### src/rtl/wcr_pkg.sv
// Shared types and constants of the waveform column renderer.
// No dependencies; the divider and the top level refer to it by scoped names.
`default_nettype none

package wcr_pkg;

  // Field widths
  localparam int SMP_W   = 16;  // signed sample
  localparam int COORD_W = 10;  // screen row / column
  localparam int ROW_W   = 11;  // plot rows up to top + height
  localparam int HGT_W   = 6;   // plot height
  localparam int RGB_W   = 24;  // packed color
  localparam int CH_W    = 8;   // one color channel

  // Shared divider: magnitude of span*(sample-low) and of the data range
  localparam int DIV_W   = 22;
  localparam int DVS_W   = 16;
  localparam int STEP_W  = 5;
  localparam logic [STEP_W-1:0] ROW_STEPS = STEP_W'(DIV_W);
  localparam logic [STEP_W-1:0] CLR_STEPS = STEP_W'(CH_W);
  localparam int CLR_SHIFT = DIV_W - CH_W;

  // Configuration port
  localparam int CFG_IDX_W  = 3;
  localparam int CFG_DATA_W = 24;
  localparam logic [CFG_IDX_W-1:0] CFG_DATA_LOW    = 3'd0;
  localparam logic [CFG_IDX_W-1:0] CFG_DATA_HIGH   = 3'd1;
  localparam logic [CFG_IDX_W-1:0] CFG_PLOT_TOP    = 3'd2;
  localparam logic [CFG_IDX_W-1:0] CFG_PLOT_HEIGHT = 3'd3;
  localparam logic [CFG_IDX_W-1:0] CFG_PLOT_LEFT   = 3'd4;
  localparam logic [CFG_IDX_W-1:0] CFG_PLOT_RIGHT  = 3'd5;
  localparam logic [CFG_IDX_W-1:0] CFG_TRACE_COLOR = 3'd6;

  // Register reset values
  localparam logic [SMP_W-1:0]   RST_DATA_LOW    = 16'd0;
  localparam logic [SMP_W-1:0]   RST_DATA_HIGH   = 16'd500;
  localparam logic [COORD_W-1:0] RST_PLOT_TOP    = 10'd0;
  localparam logic [HGT_W-1:0]   RST_PLOT_HEIGHT = 6'd63;
  localparam logic [COORD_W-1:0] RST_PLOT_LEFT   = 10'd0;
  localparam logic [COORD_W-1:0] RST_PLOT_RIGHT  = 10'd255;
  localparam logic [RGB_W-1:0]   RST_TRACE_COLOR = 24'hFF0000;

  typedef struct packed {
    logic signed [SMP_W-1:0] sample_max;
    logic signed [SMP_W-1:0] sample_min;
    logic signed [SMP_W-1:0] sample_mid;
  } in_item_t;

  typedef struct packed {
    logic [COORD_W-1:0] pixel_x;
    logic [COORD_W-1:0] pixel_y;
    logic [RGB_W-1:0]   pixel_color;
    logic               last_pixel;
  } out_item_t;

  // Divider command
  typedef struct packed {
    logic              start;
    logic [STEP_W-1:0] steps;
  } div_cmd_t;

endpackage

`default_nettype wire

### src/rtl/wcr_div.sv
// Shared restoring divider, one quotient bit per cycle, unsigned.
// Depends on wcr_pkg (widths, div_cmd_t).
`default_nettype none

module wcr_div (
  input  wire logic                     clk,
  input  wire logic                     rst_n,
  input  wire wcr_pkg::div_cmd_t        cmd,
  input  wire logic [wcr_pkg::DIV_W-1:0] dividend,
  input  wire logic [wcr_pkg::DVS_W-1:0] divisor,
  output logic                          done,
  output logic [wcr_pkg::DIV_W-1:0]     quot,
  output logic [wcr_pkg::DVS_W-1:0]     rem
);

  logic                          busy_r;
  logic                          done_r;
  logic [wcr_pkg::DVS_W-1:0]     rem_r;
  logic [wcr_pkg::DIV_W-1:0]     quo_r;   // dividend shifts out, quotient shifts in
  logic [wcr_pkg::DVS_W-1:0]     dvs_r;
  logic [wcr_pkg::STEP_W-1:0]    cnt_r;

  logic [wcr_pkg::DVS_W:0]       trial;
  logic [wcr_pkg::DVS_W:0]       diff;
  logic                          qbit;
  logic [wcr_pkg::DVS_W-1:0]     rem_nxt;

  assign trial   = {rem_r, quo_r[wcr_pkg::DIV_W-1]};
  assign diff    = trial - {1'b0, dvs_r};
  assign qbit    = (trial >= {1'b0, dvs_r});
  assign rem_nxt = qbit ? diff[wcr_pkg::DVS_W-1:0] : trial[wcr_pkg::DVS_W-1:0];

  always_ff @(posedge clk) begin
    if (!rst_n) begin
      busy_r <= 1'b0;
      done_r <= 1'b0;
    end else begin
      done_r <= 1'b0;
      if (cmd.start) begin
        busy_r <= 1'b1;
      end else if (busy_r && cnt_r == wcr_pkg::STEP_W'(1)) begin
        busy_r <= 1'b0;
        done_r <= 1'b1;
      end
    end
  end

  always_ff @(posedge clk) begin
    if (cmd.start) begin
      rem_r <= '0;
      quo_r <= dividend;
      dvs_r <= divisor;
      cnt_r <= cmd.steps;
    end else if (busy_r) begin
      rem_r <= rem_nxt;
      quo_r <= {quo_r[wcr_pkg::DIV_W-2:0], qbit};
      cnt_r <= cnt_r - wcr_pkg::STEP_W'(1);
    end
  end

  assign done = done_r;
  assign quot = quo_r;
  assign rem  = rem_r;

endmodule

`default_nettype wire

### config.mk
export PLATFORM = sky130hd
export DESIGN_NAME = wcr_div
export DESIGN_NICKNAME = d
export VERILOG_FILES = /design/src/rtl/wcr_pkg.sv /design/src/rtl/wcr_div.sv
export SDC_FILE = /design/constraint.sdc
export NUM_CORES = 1
export LEC_CHECK = 0
export ABC_CLOCK_PERIOD_IN_PS = 3730
export BUFFER_PORTS_ARGS = -buffer_cell sky130_fd_sc_hd__buf_2
export CORE_ASPECT_RATIO = 1.25
export CORE_UTILIZATION = 39
export CTS_CLUSTER_DIAMETER = 40
export DETAILED_ROUTE_END_ITERATION = 12
export GPL_TIMING_DRIVEN = 0
export MAX_ROUTING_LAYER = met4
export SYNTH_ARGS = -nofsm -noshare
export SYNTH_HDL_FRONTEND = slang
export SYNTH_SLANG_ARGS = --single-unit
export TNS_END_PERCENT = 20
### constraint.sdc
create_clock -name clk -period 3.73 [get_ports clk]
set_input_delay 0.373 -clock clk [delete_from_list [all_inputs] [get_ports clk]]
set_output_delay 0.373 -clock clk [all_outputs]
set_load 0.01 [all_outputs]
==> flow_metrics.tcl, run 1 <==
set metrics [dict create \
    status "complete, no violations" \
    cp_top_family "compound AO/OA/AOI/OAI gates" \
    grt_pass1_vias 2957 \
    syn-instance-count 334 \
    syn_avg_cell_area_sq_um 10.8 \
    synthFlopType "edfxtp_1" \
    fin_crit_ns 2.42 \
    rsz0062_at_grt "false" \
    setup_ws_ns 1.31 \
    hold_depth 1 \
    synth-warning-count 0 \
    routed_wirelength_mm 8.97 \
    grt_max_degree 28 \
    final_cells 554 \
    numCtsBuffers 9 \
    crit_path_end_kind "flip-flop" \
    slew_viol_final 0 \
    synthesis.nets 399 \
    synth-simple-area-share 0.124 \
    slowest_stage "ha_1" \
    initial_utilization 0.408 \
    irDropWorstVdd_uv 289 \
    tritoncts "done" \
    cp_max_fo 6 \
    holdCritStartpoint "divisor[11]" \
    die_w_um 88.1 \
    utilization 0.497 \
    clk_latency_ns 0.34 \
    synth_edf_count 43 \
    avgViaCountPerCell 5.33 \
    drv_cap 0 \
    cts-htree-levels 3 \
    cts.clk_slew.worst_paths_ns 0.07 \
    via_count 2955 \
    cts_buffer_depth 2 \
    crit_buf_inv 1 \
    drt.antenna.violating_nets 0 \
    p_per_area_mw_per_mm2 420 \
    synth-xor-area-share 0.0340 \
    post-route-period-util 0.649 \
    synth_compound_area_frac 0.185 \
    worst_pin_slew_ns 1.05 \
    fmax_mhz 413 \
    timing.rr.start "dvs_r[10]" \
    die-area_sq_mm 0.00965 \
    maxSlewHeadroom 0.298 \
    antenna_cells 0 \
    clock-sinks 61 \
    fin_tns_setup_ns 0 \
    dp.cells 538 \
    routabilityCongestion 0.950 \
    synthAdderAreaFrac 0.0679 \
    cts-hold-fix-buffers 0 \
    coreArea_sq_mm 0.00884 \
    critPathArrivalTime_ns 2.51 \
    io_pins 85 \
    max_stage_delay_ns 0.36 \
    ys_types 57 \
    dp_slack_ns 0.947 \
    hpwlAfterDp_mm 6.58 \
    path_class "flip-flop to flip-flop" \
    synthMuxAreaShare 0.0773 \
    avgRoutedWirePerCell_um 16.2 \
    drtIter0Drc 158 \
    rrSetupSlack_ns 1.31 \
    post_cts_buffers 0 \
    nNetsFinal 494 \
    port_buffers 84 \
    synth_top_family_by_area "compound AO/OA/AOI/OAI gates" \
    fp.dieH_um 110 \
    grt_pass1_wl_mm 14.4 \
    setup.worst_path.start_class "flip-flop" \
    std_cell_rows 38 \
    grt_antenna_before_repair 0 \
    drtPass1Iterations 4 \
    yosysSeqAreaShare 0.458 \
    cp.required_ns 3.82 \
    root_buffer "clkbuf_8" \
    grt_use_total 0.203 \
    min_to "dvs_r[11]" \
    hold_viol_final 0 \
    cts_resized 0 \
    syn-cell-area_sq_mm 0.00361 \
    synthArstFlopShare 0 \
    rr_worst_depth 8 \
    synth_seq_cells 61 \
    drive_gt1_frac 0.343 \
    finClkSkew_ns 0.00718 \
    overflow 0 \
    finalSetupViolCount 0 \
    leakage_nw 1.93 \
    drc 0 \
    hp-class "primary input to flip-flop" \
    syn_to_final_growth_pct 21.8 \
    path_cells "inv_1, ha_1, a21o_1, a31oi_4, o211ai_2, o21ai_4, nand2_1, mux2_2" \
    r2r_end "quot[0]" \
]
through the flow:
step           hold slack (ns)  instance area, sq um  total power [mW]
2_1_floorplan            0.472                  3610              1.07
3_3_place_gp             0.495                  4180              1.18
3_5_place_dp             0.509                  4180              1.19
4_1_cts                  0.188                  4400              1.86
5_1_grt                  0.177                  4400              1.93
6_report                 0.201                  4400              1.85
worst max-delay path by stage:
stage          startpoint        to  slack [ns]  cells past startpoint
3_5_place_dp       cmd[5]  cnt_r[2]        0.95                      5
6_report        dvs_r[10]   quot[0]        1.31                      8
5_1_grt          dvs_r[1]    rem[8]        1.15                      9
2_1_floorplan     rem[13]   quot[0]        1.60                      7
3_3_place_gp       cmd[5]  cnt_r[0]        0.98                      5
4_1_cts         dvs_r[10]   quot[0]        1.31                      8
synthesized netlist by cell type (all sizes together), types with 5 or more instances:
cell type | count | share of area
nor2 | 20 | 0.021
a31oi | 6 | 0.015
ha | 18 | 0.062
nand4 | 7 | 0.014
buf | 10 | 0.019
inv | 23 | 0.024
nand2b | 5 | 0.0087
o211ai | 6 | 0.014
nor3 | 5 | 0.0069
nand3 | 9 | 0.012
nand2 | 22 | 0.023
dfxtp | 18 | 0.10
xnor2 | 7 | 0.017
a311oi | 6 | 0.020
edfxtp | 43 | 0.36
o21ai | 17 | 0.027
clkbuf | 10 | 0.010
xor2 | 7 | 0.017
a21o | 9 | 0.019
mux2 | 23 | 0.072
a21oi | 14 | 0.021
cell families (layout without fill, tap and decap cells):
group / Yosys count / after routing
AO/OA/AOI/OAI: 85 / 85
adder cells (fa/ha/maj): 19 / 19
XOR/XNOR: 14 / 14
multiplexers: 25 / 25
flip-flops: 61 / 61
buffers and inverters: 43 / 143
AND/OR/NAND/NOR: 87 / 87
sequential cells by signal, indices dropped and copies added (netlist names):
signal  cells
busy_r      1
cnt_r       5
quot       22
done        1
dvs_r      16
rem        16
power breakdown:
part           internal, mW  switching (mW)  total, mW
clock network         0.394           0.274      0.668
logic                 0.153           0.198      0.352
registers             0.794          0.0335      0.828
cell type report:
cell class                      count  area (sq um)
Multi-Input combinational cell    230          1760
Fill cell                         901          4450
Clock buffer                       12           145
Buffer                             20           108
Tap cell                          120           150
Inverter                           23          86.3
Timing Repair Buffer               84           420
Clock inverter                      4          72.6
Sequential cell                    61          1650
placed cells by master (no fill, tap or decap), types with 3 or more instances in the layout:
cell	Yosys	final
nor3b_1	4	4
o21ai_1	7	7
nand4_1	6	6
a21oi_1	12	12
edfxtp_1	43	43
xor2_1	7	7
nor2_1	20	20
ha_1	18	18
o21ai_0	9	9
mux2_2	23	23
buf_2	5	89
a31oi_1	5	5
xnor2_1	7	7
a311oi_1	3	3
o211ai_1	5	5
clkbuf_1	10	12
nand2_1	22	22
o31ai_1	4	4
nor2b_1	3	3
nand3_1	9	9
and3_1	4	4
dfxtp_1	18	18
nor3_1	5	5
inv_1	23	23
o21a_1	3	3
nand2b_1	5	5
buf_4	3	3
clkbuf_8	0	10
a21o_1	9	9
a311oi_2	3	3
layer usage:
layer / part of all wire / wire, um / vias to the layer above / GRT usage
met5: 0 / 0 / - / -
met4: 0.011 / 95 / 0 / 0.0680
met1: 0.44 / 3960 / 1402 / 0.242
met3: 0.060 / 537 / 10 / 0.0533
li1: - / - / 1444 / -
met2: 0.49 / 4370 / 99 / 0.335
Note: power is estimated with default switching activity, not from simulation.
==> run 2, diff against run 1 <==
--- a/config.mk
+++ b/config.mk
@@ -5,7 +5,7 @@
 export SDC_FILE = /design/constraint.sdc
 export NUM_CORES = 1
 export LEC_CHECK = 0
-export ABC_CLOCK_PERIOD_IN_PS = 3730
+export ABC_CLOCK_PERIOD_IN_PS = 2500
 export BUFFER_PORTS_ARGS = -buffer_cell sky130_fd_sc_hd__buf_2
 export CORE_ASPECT_RATIO = 1.25
 export CORE_UTILIZATION = 39
==> constraint.sdc (replaced) <==
create_clock -name clk -period 2.5 [get_ports clk]
set_input_delay 0.25 -clock clk [delete_from_list [all_inputs] [get_ports clk]]
set_output_delay 0.25 -clock clk [all_outputs]
set_load 0.01 [all_outputs]
==> run 2 against run 1 <==
Net effect:
- utilization increased by 0.24 points
- register-to-register slack got worse by 1.2 ns
- clock-buffer cell count unchanged
- sequential share of layout area decreased by 0.18 points
- first-iteration DRC count increased by 16%
==> flow_metrics.tcl, run 2 (same netlist as run 1, synthesis figures left out) <==
set metrics [dict create \
    status "complete, no violations" \
    hpwlAfterDp_mm 6.58 \
    tritoncts "done" \
    cp_max_fo 9 \
    drtPass1Iterations 4 \
    fin_crit_ns 2.40 \
    fp.dieH_um 110 \
    drv_cap 0 \
    drive_gt1_frac 0.347 \
    finClkSkew_ns 0.00602 \
    p_comb_frac 0.191 \
    p_per_area_mw_per_mm2 624 \
    setup.worst_path.start_class "flip-flop" \
    via_count 2966 \
    irDropWorstVdd_uv 431 \
    p_int_mw 2.00 \
    post-route-period-util 0.961 \
    power_frac_clock 0.361 \
    layout_common_cells "buf_2 (89), edfxtp_1 (43), inv_1 (23), mux2_2 (23), nand2_1 (22)" \
    crit_buf_inv 1 \
    clock-sinks 61 \
    layout_commonest_cell "buf_2" \
    p_sw_mw 0.754 \
    crit_path_end_kind "flip-flop" \
    max_stage_delay_ns 0.37 \
    slowest_stage "a211oi_2" \
    cts-hold-fix-buffers 0 \
    avgViaCountPerCell 5.34 \
    place_area_sq_mm 0.00418 \
    hold_viol_final 0 \
    syn_to_final_growth_pct 22.4 \
    io_pins 85 \
    drc 0 \
    avgRoutedWirePerCell_um 16.1 \
    power_frac_seq 0.448 \
    largest_reg_flops 22 \
    die_w_um 88.1 \
    grt_use_total 0.203 \
    netSwitchingFraction 0.273 \
    drt.antenna.violating_nets 0 \
    root_buffer "clkbuf_8" \
    routed_wirelength_mm 8.95 \
    die-area_sq_mm 0.00965 \
    cts.clk_slew.worst_paths_ns 0.07 \
    routabilityCongestion 0.950 \
    clk_latency_ns 0.34 \
    grt_pass1_vias 2957 \
    path_class "flip-flop to flip-flop" \
    grt_antenna_before_repair 0 \
    maxSlewHeadroom 0.298 \
    grt_max_degree 28 \
    fmax_mhz 416 \
    finalInstanceArea_sq_mm 0.00442 \
    nNetsFinal 495 \
    path_cells "ha_1, buf_2, a21o_1, a211oi_2, o41a_2, nand2_1, mux2_2" \
    cts-htree-levels 3 \
    std_cell_rows 38 \
    overflow 0 \
    utilization 0.500 \
    critPathArrivalTime_ns 2.49 \
    hp-class "primary input to flip-flop" \
    cts_buffer_depth 2 \
    grt_pass1_wl_mm 14.4 \
    leakage_nw 1.93 \
    finalSetupViolCount 0 \
    coreArea_sq_mm 0.00884 \
    port_buffers 84 \
    numCtsBuffers 9 \
    drtIter0Drc 184 \
    cp_top_family "compound AO/OA/AOI/OAI gates" \
    antenna_cells 0 \
    rsz0062_at_grt "true" \
    slew_viol_final 0 \
    worst_pin_slew_ns 1.05 \
    cp.required_ns 2.59 \
    initial_utilization 0.408 \
]
-- run 2: cell types whose count changed in the layout (fill, tap and decap cells not counted), sizes merged --
| cell | change |
|---|---|
| buf | +1 |
-- run 2: worst paths after layout --
kind               start        end  slack, ns  depth (start not counted)
max              rem[13]    quot[0]        0.1                          7
min          divisor[11]  dvs_r[11]       0.08                          1
max reg2reg      rem[13]    quot[0]        0.1                          7
min reg2reg      rem[14]    rem[14]       0.51                          2
-- run 2: power groups by stage --
stage                     combinational, mW  clock, mW  sequential [mW]
after global routing                  0.583       1.06             1.25
after detailed placement              0.523          0             1.26
after floorplan                       0.333          0             1.27
after CTS                             0.524       1.02             1.24
final                                 0.527      0.995             1.23
after global placement                0.513          0             1.25
-- run 2: metal layers --
| metal | track usage | routed length [um] | up-vias |
|---|---|---|---|
| met5 | - | 0 | - |
| met4 | 0.0680 | 127 | 0 |
| met3 | 0.0533 | 556 | 14 |
| met2 | 0.335 | 4330 | 101 |
| met1 | 0.242 | 3940 | 1405 |
| li1 | - | - | 1446 |
-- run 2: area by class of cell --
class                   instances  area, sq um
multi-input cells             230         1780
flip-flops and latches         61         1650
fillers                       900         4420
plain buffers                  20          108
repair buffers                 85          428
clock inverters                 4         72.6
inverters                      23         86.3
clock buffers                  12          145
well taps                     120          150
-- run 2: what timing repair did --
| item | in CTS | in global routing |
|---|---|---|
| resized for setup | 0 | 2 |
| buffers inserted | 0 | 1 |
| endpoints found under the setup margin | 0 | 30 |
-- run 2: per-stage QoR --
stage	hold slack, ns	power [mW]	setup TNS (ns)	cells	setup slack, ns
floorplan	0.349	1.60	0	334	0.373
global placement	0.427	1.77	-3.44	538	-0.128
detailed placement	0.428	1.78	-4.27	538	-0.160
CTS	0.0646	2.78	0	554	0.0790
global route	0.0536	2.89	-0.923	555	-0.0418
finish	0.0805	2.76	0	555	0.0984
-- run 2: worst reg2reg max path: stages (launching register included) --
cell      delay, ns
dfxtp_1        0.34
ha_1           0.29
buf_2          0.17
a21o_1         0.23
a211oi_2       0.37
o41a_2         0.30
nand2_1        0.15
mux2_2         0.29
==> run 3, diff against run 2 <==
--- a/config.mk
+++ b/config.mk
@@ -13,6 +13,7 @@
 export DETAILED_ROUTE_END_ITERATION = 12
 export GPL_TIMING_DRIVEN = 0
 export MAX_ROUTING_LAYER = met4
+export REMOVE_ABC_BUFFERS = 1
 export SYNTH_ARGS = -nofsm -noshare
 export SYNTH_HDL_FRONTEND = slang
 export SYNTH_SLANG_ARGS = --single-unit
==> run 3 against run 2 <==
Net effect:
- cell count shrank 2.9%
- via count is 3.3% lower
- die area unchanged
- power up 2.6%
- flip-flop and latch count stayed put
- worst hold slack got worse by 0.011 ns
- first-iteration DRC count fell by 11%
- clock skew is 0.0035 ns higher
- largest cell class unchanged
- global-route usage decreased by 1.3 points
==> flow_metrics.tcl, run 3 (same netlist as run 1, synthesis figures left out) <==
set metrics [dict create \
    min_to "dvs_r[9]" \
    cts-htree-levels 3 \
    cts_buffer_depth 2 \
    cts-hold-fix-buffers 0 \
    layout_commonest_cell "buf_2" \
    p_sw_mw 0.760 \
    place_area_sq_mm 0.00407 \
    grt_pass1_wl_mm 13.4 \
    std_cell_rows 38 \
    finClkSkew_ns 0.00953 \
    nNetsFinal 479 \
    rrSetupSlack_ns 0.002 \
    worst_pin_slew_ns 1.26 \
    overflow 0 \
    drtIter0Drc 163 \
    critPathArrivalTime_ns 2.60 \
    via_count 2869 \
    fp.dieH_um 110 \
    clock-sinks 61 \
    grt_antenna_before_repair 0 \
    drc 0 \
    rsz0062_at_grt "true" \
    irDropWorstVdd_uv 418 \
    avgRoutedWirePerCell_um 15.7 \
    tritoncts "done" \
    crit_path_end_kind "flip-flop" \
    slew_viol_final 0 \
    numCtsBuffers 9 \
    die_w_um 88.1 \
    p_comb_frac 0.181 \
    hold_viol_final 0 \
    finalInstanceArea_sq_mm 0.00440 \
    grt_max_degree 59 \
    avgViaCountPerCell 5.32 \
    die-area_sq_mm 0.00965 \
    drive_gt1_frac 0.358 \
    port_buffers 84 \
    setup.worst_path.start_class "flip-flop" \
    holdCritStartpoint "divisor[9]" \
    p_total_mw 2.83 \
    timing.rr.start "rem[13]" \
    rr_worst_depth 6 \
    grt_pass1_vias 2787 \
    power_frac_seq 0.438 \
    cts.clk_slew.worst_paths_ns 0.08 \
    finalSetupViolCount 0 \
    fillerInstances 876 \
    coreArea_sq_mm 0.00884 \
    hpwlAfterDp_mm 5.77 \
    maxSlewHeadroom 0.163 \
    fin_crit_ns 2.50 \
    cp.required_ns 2.60 \
    seq_area_sq_mm 0.00165 \
    grt_use_total 0.191 \
    routabilityCongestion 0.857 \
    multiInputGateArea_sq_mm 0.00181 \
    p_int_mw 2.07 \
    routed_wirelength_mm 8.45 \
    hp-class "primary input to flip-flop" \
    path_class "flip-flop to flip-flop" \
    root_buffer "clkbuf_8" \
    drv_cap 0 \
    io_pins 85 \
    largest_reg_flops 22 \
    post-route-period-util 0.999 \
    drt.antenna.violating_nets 0 \
    layout_common_cells "buf_2 (84), edfxtp_1 (43), mux2_2 (23)" \
    status "complete, no violations" \
    power_frac_clock 0.381 \
    netSwitchingFraction 0.269 \
    p_per_area_mw_per_mm2 643 \
    cp_max_fo 15 \
    leakage_nw 1.93 \
    r2r_end "quot[0]" \
    clk_latency_ns 0.35 \
    antenna_cells 0 \
    syn_to_final_growth_pct 21.9 \
    initial_utilization 0.408 \
    hold_depth 1 \
    fmax_mhz 400 \
    drtPass1Iterations 4 \
]
==> run 3: worst max-delay path, cell delays in order, from the launching register on <==
cell and delay, ns:
dfxtp_1 0.35, ha_1 0.42, a21o_1 0.28, a211oi_4 0.39, o41a_4 0.38, nand2_2 0.14
mux2_2 0.28
==> run 3: how the worst max path moves through the flow <==
stage                  start       end  slack [ns]  cells after the start
finish               rem[13]   quot[0]       0.002                      6
global route        dvs_r[1]    rem[4]       -0.04                      8
CTS                   busy_r  quot[19]        0.04                      2
detailed placement    cmd[5]  cnt_r[2]       -0.59                      3
global placement      cmd[5]  cnt_r[3]       -0.58                      3
floorplan            rem[11]    rem[4]        0.19                      5
==> run 3: metal layers <==
layer,vias up,track usage,part of all wire
met3,16,0.0450,0.051
met1,1360,0.242,0.47
met5,-,-,0
met2,90,0.288,0.47
li1,1403,-,-
met4,0,0.0853,0.018
==> run 3: repair_timing <==
action / CTS / global route
setup endpoints to repair: 43 / 24
pin swaps: 3 / 1
gates cloned: 1 / 0
gates resized for setup: 7 / 4
setup buffers: 4 / 0
hold endpoints to repair: 0 / 0
==> run 3: layout make-up <==
type	count	area share
Clock buffer	9	0.0282
Clock inverter	7	0.0259
Inverter	23	0.0205
Multi-Input combinational cell	230	0.412
Sequential cell	61	0.375
Tap cell	120	0.0341
Timing Repair Buffer	88	0.102
Timing Repair inverter	1	0.00171
==> run 3: power groups by stage <==
stage	clock (mW)	combinational, mW	sequential, mW
after floorplan	0	0.311	1.28
after global placement	0	0.494	1.26
after detailed placement	0	0.501	1.26
after CTS	1.11	0.510	1.24
after global routing	1.14	0.568	1.25
final	1.08	0.513	1.24
==> run 3: stage by stage <==
step	cells	hold slack (ns)	util	TNS [ns]	setup WS [ns]
6_report	539	0.0696	0.497	0	0.00183
5_1_grt	539	0.0504	0.497	-0.0862	-0.0439
4_1_cts	539	0.0476	0.496	0	0.0447
3_5_place_dp	518	0.428	0.461	-20.95	-0.590
3_3_place_gp	518	0.426	0.461	-20.25	-0.584
2_1_floorplan	314	0.318	-	0	0.189
